[config.mk]
export PLATFORM = sky130hd
export DESIGN_NAME = pwm_input_measure_and_format_top
export DESIGN_NICKNAME = d
export VERILOG_FILES = /design/src/rtl/pwmmf_pkg.sv /design/src/rtl/pwmmf_basediv.sv /design/src/rtl/pwmmf_pipe.sv /design/src/rtl/pwm_input_measure_and_format_top.sv
export SDC_FILE = /design/constraint.sdc
export NUM_CORES = 2
export LEC_CHECK = 0
export ABC_AREA = 1
export BUFFER_PORTS_ARGS = -buffer_cell sky130_fd_sc_hd__buf_2
export CORE_MARGIN = 1
export CORE_UTILIZATION = 40
export CTS_CLUSTER_SIZE = 25
export DETAILED_ROUTE_END_ITERATION = 10
export HOLD_SLACK_MARGIN = 0.06
export PLACE_DENSITY = 0.68
export SLEW_MARGIN = 25
export SYNTH_ARGS = -nofsm -noshare
export SYNTH_HDL_FRONTEND = slang
export SYNTH_SLANG_ARGS = --single-unit
export TNS_END_PERCENT = 5
[constraint.sdc]
create_clock -name clk_i -period 67.3 [get_ports clk_i]
set_input_delay 0 -clock clk_i [delete_from_list [all_inputs] [get_ports clk_i]]
set_output_delay 0 -clock clk_i [all_outputs]
set_load 0.1 [all_outputs]
[src/rtl/pwmmf_pkg.sv]
// Shared constants for the PWM input measurement and display formatting block.
package pwmmf_pkg;
  localparam int unsigned CLK_W = 27;
  localparam int unsigned PRESC_W = 16;
  localparam int unsigned DUTY_W = 7;
  localparam int unsigned CHAR_W = 8;
  localparam int unsigned APB_AW = 3;
  localparam int unsigned DD_STAGES = 4;
  localparam int unsigned DD_STEPS = 7;
  localparam int unsigned DD_BIN_W = DD_STAGES * DD_STEPS;

  localparam logic [CLK_W-1:0] CLOCK_RESET = CLK_W'(64000000);
  localparam logic [PRESC_W-1:0] PRESC_RESET = PRESC_W'(1);
  localparam logic [CLK_W-1:0] BASE_RESET = CLK_W'(32000000);

  localparam logic [DUTY_W-1:0] DUTY_FULL = DUTY_W'(100);
  localparam logic [CHAR_W-1:0] ASCII_ZERO = 8'h30;
  localparam logic [CHAR_W-1:0] BLANK_CODE = 8'h10;

  localparam logic REG_CORE_CLOCK = 1'b0;
  localparam logic REG_PRESCALE = 1'b1;
endpackage

[src/rtl/pwmmf_basediv.sv]
// Iterative divider that derives the timer tick rate from the clock and prescaler.
module pwmmf_basediv
  import pwmmf_pkg::*;
(
  input  logic             clk_i,
  input  logic             rst_ni,
  input  logic             start_i,
  input  logic [CLK_W-1:0] clock_i,
  input  logic [PRESC_W:0] divisor_i,
  output logic             busy_o,
  output logic [CLK_W-1:0] base_o
);
  logic             busy_q, busy_d;
  logic [4:0]       cnt_q, cnt_d;
  logic [PRESC_W:0] rem_q, rem_d;
  logic [CLK_W-1:0] num_q, num_d;
  logic [PRESC_W:0] div_q, div_d;
  logic [PRESC_W+1:0] trial;

  always_comb begin
    busy_d = busy_q;
    cnt_d = cnt_q;
    rem_d = rem_q;
    num_d = num_q;
    div_d = div_q;
    trial = {rem_q, num_q[CLK_W-1]};
    if (start_i) begin
      busy_d = 1'b1;
      cnt_d = 5'(CLK_W - 1);
      rem_d = '0;
      num_d = clock_i;
      div_d = divisor_i;
    end else if (busy_q) begin
      if (trial >= {1'b0, div_q}) begin
        trial = trial - {1'b0, div_q};
        num_d = {num_q[CLK_W-2:0], 1'b1};
      end else begin
        num_d = {num_q[CLK_W-2:0], 1'b0};
      end
      rem_d = trial[PRESC_W:0];
      cnt_d = cnt_q - 5'd1;
      if (cnt_q == '0) begin
        busy_d = 1'b0;
      end
    end
  end

  always_ff @(posedge clk_i or negedge rst_ni) begin
    if (!rst_ni) begin
      busy_q <= 1'b0;
      cnt_q <= '0;
      num_q <= BASE_RESET;
    end else begin
      busy_q <= busy_d;
      cnt_q <= cnt_d;
      num_q <= num_d;
    end
  end

  always_ff @(posedge clk_i) begin
    rem_q <= rem_d;
    div_q <= div_d;
  end

  assign busy_o = busy_q;
  assign base_o = num_q;
endmodule

[src/rtl/pwmmf_pipe.sv]
// Pipelined datapath: duty and frequency division, saturation and digit conversion.
module pwmmf_pipe
  import pwmmf_pkg::*;
#(
  parameter int unsigned COUNTER_BITS = 16,
  parameter int unsigned DISPLAY_DIGITS = 4
) (
  input  logic                    clk_i,
  input  logic                    rst_ni,
  input  logic                    en_i,
  input  logic                    take_i,
  input  logic [COUNTER_BITS-1:0] period_i,
  input  logic [COUNTER_BITS-1:0] high_i,
  input  logic [CLK_W-1:0]        base_i,
  output logic                    valid_o,
  output logic [DUTY_W-1:0]       duty_o,
  output logic [CLK_W-1:0]        freq_o,
  output logic [4*CHAR_W-1:0]     chars_o,
  output logic                    ovf_o,
  output logic                    clip_o,
  output logic                    pzero_o
);
  localparam int unsigned CB = COUNTER_BITS;
  localparam int unsigned NF = CLK_W;

  function automatic longint unsigned pow10(input int unsigned n);
    longint unsigned r;
    r = 1;
    for (int unsigned k = 0; k < n; k++) begin
      r = r * 10;
    end
    return r;
  endfunction

  localparam logic [CLK_W-1:0] LIMIT = CLK_W'(pow10(DISPLAY_DIGITS) - 1);

  typedef struct packed {
    logic [CB-1:0]     per;
    logic [CB-1:0]     frem;
    logic [CLK_W-1:0]  fnum;
    logic [CB-1:0]     drem;
    logic [DUTY_W-1:0] dnum;
    logic              clip;
    logic              pzero;
  } front_t;

  typedef struct packed {
    logic [DUTY_W-1:0]   duty;
    logic [CLK_W-1:0]    freq;
    logic [DD_BIN_W-1:0] bin;
    logic [15:0]         bcd;
    logic [3:0]          blank;
    logic                ovf;
    logic                clip;
    logic                pzero;
  } back_t;

  function automatic front_t div_step(input front_t a, input logic do_duty);
    front_t      r;
    logic [CB:0] t;
    logic [CB:0] u;
    r = a;
    t = {a.frem, a.fnum[CLK_W-1]};
    if (t >= {1'b0, a.per}) begin
      t = t - {1'b0, a.per};
      r.fnum = {a.fnum[CLK_W-2:0], 1'b1};
    end else begin
      r.fnum = {a.fnum[CLK_W-2:0], 1'b0};
    end
    r.frem = t[CB-1:0];
    if (do_duty) begin
      u = {a.drem, a.dnum[DUTY_W-1]};
      if (u >= {1'b0, a.per}) begin
        u = u - {1'b0, a.per};
        r.dnum = {a.dnum[DUTY_W-2:0], 1'b1};
      end else begin
        r.dnum = {a.dnum[DUTY_W-2:0], 1'b0};
      end
      r.drem = u[CB-1:0];
    end
    return r;
  endfunction

  function automatic back_t dd_steps(input back_t a);
    back_t r;
    r = a;
    for (int unsigned s = 0; s < DD_STEPS; s++) begin
      for (int unsigned d = 0; d < 4; d++) begin
        if (r.bcd[4*d +: 4] >= 4'd5) begin
          r.bcd[4*d +: 4] = r.bcd[4*d +: 4] + 4'd3;
        end
      end
      r.bcd = {r.bcd[14:0], r.bin[DD_BIN_W-1]};
      r.bin = {r.bin[DD_BIN_W-2:0], 1'b0};
    end
    return r;
  endfunction

  front_t fa_q [NF+1];
  logic   va_q [NF+1];
  back_t  fb_q [DD_STAGES+1];
  logic   vb_q [DD_STAGES+1];

  logic [CB+DUTY_W-1:0] prod;
  front_t               fa_in;
  back_t                fb_in;
  logic [CLK_W-1:0]     shown;

  always_comb begin
    prod = {{DUTY_W{1'b0}}, high_i} * (CB + DUTY_W)'(100);
    fa_in.per = period_i;
    fa_in.frem = '0;
    fa_in.fnum = base_i;
    fa_in.drem = prod[CB+DUTY_W-1:DUTY_W];
    fa_in.dnum = prod[DUTY_W-1:0];
    fa_in.clip = (high_i > period_i);
    fa_in.pzero = (period_i == '0);
  end

  always_comb begin
    fb_in.pzero = fa_q[NF].pzero;
    fb_in.clip = fa_q[NF].clip & ~fa_q[NF].pzero;
    fb_in.freq = fa_q[NF].pzero ? '0 : fa_q[NF].fnum;
    if (fa_q[NF].pzero) begin
      fb_in.duty = '0;
    end else if (fa_q[NF].clip) begin
      fb_in.duty = DUTY_FULL;
    end else begin
      fb_in.duty = fa_q[NF].dnum;
    end
    fb_in.ovf = (fb_in.freq > LIMIT);
    shown = fb_in.ovf ? LIMIT : fb_in.freq;
    for (int unsigned p = 0; p < 4; p++) begin
      fb_in.blank[p] = (p >= DISPLAY_DIGITS) || ({1'b0, shown} < (CLK_W + 1)'(pow10(p)))
                       || (shown == '0);
    end
    fb_in.bin = {{(DD_BIN_W - CLK_W){1'b0}}, shown};
    fb_in.bcd = '0;
  end

  always_ff @(posedge clk_i or negedge rst_ni) begin
    if (!rst_ni) begin
      for (int unsigned k = 0; k <= NF; k++) begin
        va_q[k] <= 1'b0;
      end
      for (int unsigned k = 0; k <= DD_STAGES; k++) begin
        vb_q[k] <= 1'b0;
      end
    end else if (en_i) begin
      va_q[0] <= take_i;
      for (int unsigned k = 1; k <= NF; k++) begin
        va_q[k] <= va_q[k-1];
      end
      vb_q[0] <= va_q[NF];
      for (int unsigned k = 1; k <= DD_STAGES; k++) begin
        vb_q[k] <= vb_q[k-1];
      end
    end
  end

  always_ff @(posedge clk_i) begin
    if (en_i) begin
      fa_q[0] <= fa_in;
      for (int unsigned k = 1; k <= NF; k++) begin
        fa_q[k] <= div_step(fa_q[k-1], k <= DUTY_W);
      end
      fb_q[0] <= fb_in;
      for (int unsigned k = 1; k <= DD_STAGES; k++) begin
        fb_q[k] <= dd_steps(fb_q[k-1]);
      end
    end
  end

  always_comb begin
    for (int unsigned p = 0; p < 4; p++) begin
      chars_o[CHAR_W*p +: CHAR_W] = fb_q[DD_STAGES].blank[p] ? BLANK_CODE :
          ASCII_ZERO + {4'b0, fb_q[DD_STAGES].bcd[4*p +: 4]};
    end
  end

  assign valid_o = vb_q[DD_STAGES];
  assign duty_o = fb_q[DD_STAGES].duty;
  assign freq_o = fb_q[DD_STAGES].freq;
  assign ovf_o = fb_q[DD_STAGES].ovf;
  assign clip_o = fb_q[DD_STAGES].clip;
  assign pzero_o = fb_q[DD_STAGES].pzero;
endmodule

[src/rtl/pwm_input_measure_and_format_top.sv]
// Top level: register port, tick rate divider and the measurement pipeline.
// An accepted capture moves through the division registers, then the digit conversion registers.
// Takes one capture per cycle unless the output stalls, with 27 one-bit division stages.
// A register write blocks new captures while the tick rate is recomputed.
// Reset clears all valid bits and loads the register reset values with their tick rate.
module pwm_input_measure_and_format_top
  import pwmmf_pkg::*;
#(
  parameter int unsigned COUNTER_BITS = 16,
  parameter int unsigned DISPLAY_DIGITS = 4
) (
  input  logic                    clk_i,
  input  logic                    rst_ni,
  input  logic                    psel,
  input  logic                    penable,
  input  logic                    pwrite,
  input  logic [APB_AW-1:0]       paddr,
  input  logic [31:0]             pwdata,
  output logic [31:0]             prdata,
  output logic                    pready,
  input  logic                    in_valid_i,
  output logic                    in_ready_o,
  input  logic [COUNTER_BITS-1:0] period_count_i,
  input  logic [COUNTER_BITS-1:0] high_count_i,
  output logic                    out_valid_o,
  input  logic                    out_ready_i,
  output logic [DUTY_W-1:0]       duty_percent_o,
  output logic [CLK_W-1:0]        frequency_hz_o,
  output logic [CHAR_W-1:0]       digit_thousands_o,
  output logic [CHAR_W-1:0]       digit_hundreds_o,
  output logic [CHAR_W-1:0]       digit_tens_o,
  output logic [CHAR_W-1:0]       digit_ones_o,
  output logic                    display_overflow_o,
  output logic                    duty_clipped_o,
  output logic                    period_zero_o
);
  logic [CLK_W-1:0]   clock_q;
  logic [PRESC_W-1:0] presc_q;
  logic               start_q;
  logic               wr;
  logic               busy;
  logic [CLK_W-1:0]   base;
  logic               en;
  logic [4*CHAR_W-1:0] chars;

  assign pready = 1'b1;
  assign wr = psel & penable & pwrite & pready;

  always_ff @(posedge clk_i or negedge rst_ni) begin
    if (!rst_ni) begin
      clock_q <= CLOCK_RESET;
      presc_q <= PRESC_RESET;
      start_q <= 1'b0;
    end else begin
      start_q <= wr;
      if (wr) begin
        unique case (paddr[2])
          REG_CORE_CLOCK: clock_q <= pwdata[CLK_W-1:0];
          REG_PRESCALE:   presc_q <= pwdata[PRESC_W-1:0];
          default: ;
        endcase
      end
    end
  end

  always_comb begin
    unique case (paddr[2])
      REG_CORE_CLOCK: prdata = {{(32 - CLK_W){1'b0}}, clock_q};
      REG_PRESCALE:   prdata = {{(32 - PRESC_W){1'b0}}, presc_q};
      default:        prdata = '0;
    endcase
  end

  pwmmf_basediv u_basediv (
    .clk_i     (clk_i),
    .rst_ni    (rst_ni),
    .start_i   (start_q),
    .clock_i   (clock_q),
    .divisor_i ({1'b0, presc_q} + (PRESC_W + 1)'(1)),
    .busy_o    (busy),
    .base_o    (base)
  );

  assign en = ~out_valid_o | out_ready_i;
  assign in_ready_o = en & ~busy & ~start_q;

  pwmmf_pipe #(
    .COUNTER_BITS   (COUNTER_BITS),
    .DISPLAY_DIGITS (DISPLAY_DIGITS)
  ) u_pipe (
    .clk_i    (clk_i),
    .rst_ni   (rst_ni),
    .en_i     (en),
    .take_i   (in_valid_i & in_ready_o),
    .period_i (period_count_i),
    .high_i   (high_count_i),
    .base_i   (base),
    .valid_o  (out_valid_o),
    .duty_o   (duty_percent_o),
    .freq_o   (frequency_hz_o),
    .chars_o  (chars),
    .ovf_o    (display_overflow_o),
    .clip_o   (duty_clipped_o),
    .pzero_o  (period_zero_o)
  );

  assign digit_ones_o = chars[CHAR_W-1:0];
  assign digit_tens_o = chars[2*CHAR_W-1:CHAR_W];
  assign digit_hundreds_o = chars[3*CHAR_W-1:2*CHAR_W];
  assign digit_thousands_o = chars[4*CHAR_W-1:3*CHAR_W];

  a_busy_blocks: assert property (@(posedge clk_i) disable iff (!rst_ni)
    (busy || start_q) |-> !in_ready_o)
    else $error("Capture accepted while the tick rate was being recomputed.");

  a_zero_period: assert property (@(posedge clk_i) disable iff (!rst_ni)
    (out_valid_o && period_zero_o) |-> (frequency_hz_o == '0 && duty_percent_o == '0
      && digit_ones_o == BLANK_CODE))
    else $error("Zero period produced a nonzero result.");

  a_clip: assert property (@(posedge clk_i) disable iff (!rst_ni)
    (out_valid_o && duty_clipped_o) |-> (duty_percent_o == DUTY_FULL))
    else $error("Clipped duty is not full scale.");

  a_write_starts: assert property (@(posedge clk_i) disable iff (!rst_ni)
    wr |=> start_q ##1 busy)
    else $error("Register write did not restart the tick rate divider.");
endmodule

==> results.txt <==
* Register area share after synthesis: around 65%
- Measured along the x axis, the die boundary spans 530 um.
- The detailed router finished its first iteration with 3,943 violations.
* Most Frequent Cell on Critical Path: nand2_1
- Number of rows created at floorplan: 193
- The multi-input combinational cells in the finished layout cover a total of between 30,000 and 40,000 um2.
* Routed length per placed instance: 14.2 um
* Class of the most critical hold timing path: input port to register
- Buffers placed on the I/O ports in this run total 152.
- TritonCTS built the clock tree.
* Hold violation count in the final report: 0
- Time the worst path needs with I/O delays and setup: 6.05 ns
- Post-synth EDFFs: 2,301
- After synthesis, the share of flip-flops with an asynchronous set or reset is between 4 and 5%.
- Yosys printed 0 warnings.
- Setup slack of the worst register-to-register path: 61.25 ns
- Cells fill a little under half of the core in the end.
* Clock net sink count: 2,428
* Final HPWL from detailed placement: 135 mm
* Final RePlAce weighted congestion: 0.886
- The most critical setup path has its startpoint at u_pipe.fb_q[0][185]$_DFFE_PN_.
- Kind of critical path: register to register
- Wires add up to 193 mm.
- On the worst path, the slowest cell contributes a delay of 0.43 ns.
- Dividing the synthesized area by the synthesized cell count gives 12.0 um2.
- The worst setup path is captured at a register.
- Total number of H-tree levels: 4
* Clock Latency Late Sink: 0.91 ns
- Counting tap cells, the placed design contains a total of 13,000 instances.
- After floorplanning, the core was sized to cover between 200,000 and 300,000 um2.
- Across every metal layer, demand over resource in global routing totals 13.5%.
* Element type at the critical path start: register
* Count of max-cap constraint violations: 0
- Post-Layout Cell Count: 13,600
- CTS placed an instance of clkbuf_16 at the clock tree root.
- Launch point of the worst reg-to-reg path: u_pipe.fb_q[0][185]$_DFFE_PN_
- Antenna Violating Nets Remaining: 0
* Fin Setup TNS: 0 ns
* Final count of negative-setup-slack endpoints: 0
* Largest clock skew in the final design: 0.0486 ns
- Across the whole layout, storage elements account for between 70,000 and 80,000 um2.
- Counting cells, the worst reg-to-reg path comes to 52.
- Signed area change from the synthesized netlist to the final layout: 13.0%
- Cell accounting for the most synthesized area: edfxtp_1
- By area the synthesized netlist is led by edfxtp_1 (62%), ha_1 (7.7%), nand2_1 (4.4%).
- Static timing analysis puts the maximum clock frequency at ~170 MHz.
* Number of clock buffers inserted by TritonCTS: 243
- Die Footprint: 281,000 um2
* Transition time at the pin with the least slew margin: 1.07 ns
* Remaining routing DRC violations: 0
- Synth Instances: 9,276
- Outcome: finished clean
- Number of global-route vias before repair: 66,200
- Max stage delay cell, worst path: edfxtp_1
- Number of distinct library cells after synthesis: 69
* GRT overflow: 0
* Relative slew slack: 28.9%
* First-pass GRT wire length: 316 mm
- In this run the biggest area consumer among cell types represents 62.0% of the synthesized area.
* Post-route fraction of the period consumed by the critical path: 8.98%
- Proportion of layout cells with a drive suffix above 1: 8.21%
- Detailed routing inserted a total of 65,900 vias.
* # IOs: 178
* Register clock-pin slew on the reported worst setup and hold paths: 0.06 ns
- Pin count of the biggest net entering global routing: roughly 210
* Post-synth design cell area: 112,000 um2
- Before antenna repair, the detailed router went through 8 iterations.
- The initial antenna violation count came to 1.
- The count of pins over their slew limit came to 0.
* Final Net Count: 10,500
- Along the worst path, the maximum fanout reaches 4.
- Crit path DAT: 6.68 ns
* Most common flop cell mapped by yosys: edfxtp_1
* Data required time of the critical path: 67.93 ns
- Post-cts repair resize count: 0
- Counting flops and latches in the post-synthesis netlist gives between 2,000 and 2,500.
- Setup repair after global routing left no endpoint under its margin.
- After detailed routing, the number of vias per cell comes to 4.85.
- For this configuration, the core starts out at a cell density of 40.3%.
- R2r endpoint: u_pipe.fb_q[0][276]$_DFFE_PN_
* Die Ht: between 500 and 600 um
* Fill cell count: 24,400
- Bufs on Longest Clock Path: 4
- The most critical setup path has its endpoint at u_pipe.fb_q[0][276]$_DFFE_PN_.
[what timing repair did]
| item | in CTS | in global routing |
|---|---|---|
| buffers inserted | 0 | 0 |
| hold endpoints to repair | 288 | 0 |
| hold buffers | 135 | 0 |
[sequential cells by signal, summed over array words and instances, names as in the netlist]
register          count
u_pipe.va_q          28
u_pipe.vb_q           4
u_basediv.rem_q      17
u_pipe.fa_q        1955
u_basediv.div_q      17
start_q               1
clock_q              27
u_basediv.cnt_q       5
u_basediv.base_o     27
u_pipe.fb_q         329
presc_q              16
u_basediv.busy_o      1
u_pipe.valid_o        1
[through the flow]
step,setup WS (ns),hold WS (ns),area [um2]
finish,61.25,0.126,126000
global route,60.51,0.123,126000
CTS,61.27,0.0729,126000
detailed placement,61.29,-0.0390,116000
global placement,61.55,-0.0506,116000
floorplan,1.11,-0.296,112000
[critical path, delay by kind of cell, from the launching register on]
family                     cells  cell delay, ns
and+or+nand+nor               33            3.39
adders and majority gates      7            1.22
buffers and inverters         12            0.79
DFF                            1            0.43
[kinds of logic (layout without fill, tap and decap cells)]
logic type	count (synthesis)	after routing	synth area share (%)
multiplexers	3	3	0.0281
buffers and inverters	1373	1955	4.80
AND/OR/NAND/NOR	2710	2710	10.5
adder cells (fa/ha/maj)	730	730	8.48
AO/OA/AOI/OAI	1549	1549	7.56
other	2	32	0.00673
flip-flops	2428	2428	64.8
XOR/XNOR	481	481	3.87
[layout make-up]
type	instances	share of cell area (%)
sequential	2428	57.3
clock inverter	162	1.39
multi-input combinational	5504	27.1
inverter	1191	3.55
antenna	1	0.00199
tap	3705	3.68
clock buffer	282	5.02
timing repair buffer	320	1.96
[cell usage after synthesis (all sizes together) (5+ instances only)]
cell type	count
a311oi	30
dfstp	15
o22ai	9
nor3	58
nand2	1409
nor2	757
dfxtp	17
edfxtp	2301
dfrtp	95
o221ai	15
a21oi	951
ha	687
nor4	43
clkinv	7
o21ai	384
a21o	15
o21bai	70
inv	1184
nand4	78
a31o	5
or2	5
and2	20
buf	58
a22oi	10
clkbuf	124
o211ai	7
xnor2	207
nand3	325
fa	43
nand3b	8
a211oi	29
xor2	274
[routing by layer]
layer	track usage (%)	up-vias	wire (um)
met1	15.4	31200	79500
met4	5.02	0	6360
met2	25.2	1211	99900
li1	-	33100	-
met5	0	-	0
met3	1.94	413	6790
[worst min-delay path by stage]
stage	cells after the start	slack, ns	endpoint	start
after floorplan	0	-0.30	clock_q[0]$_DFFE_PN0P_	rst_ni
after global placement	1	-0.05	u_pipe.valid_o$_DFFE_PN0N_	rst_ni
after detailed placement	1	-0.04	u_pipe.valid_o$_DFFE_PN0N_	rst_ni
after CTS	4	0.07	u_pipe.va_q[5]$_DFFE_PN0N_	rst_ni
after global routing	4	0.12	u_pipe.va_q[5]$_DFFE_PN0N_	rst_ni
final	5	0.13	u_pipe.fa_q[0][1]$_DFFE_PN_	high_count_i[8]
[cell usage in the layout, fill, tap and decap left out, drive strengths merged, types with 58 or more instances in the layout]
cell type    count
edfxtp        2301
nand2         1409
inv           1191
a21oi          951
nor2           757
ha             687
o21ai          384
nand3          325
clkbuf         282
xor2           274
xnor2          207
buf            186
dlygate4sd3    134
clkinv         111
dfrtp           95
nand4           78
o21bai          70
nor3            58
Power is left out: the tool's default activity adds up to more than one toggle a clock period on the data nets, which glitch-free logic cannot reach.
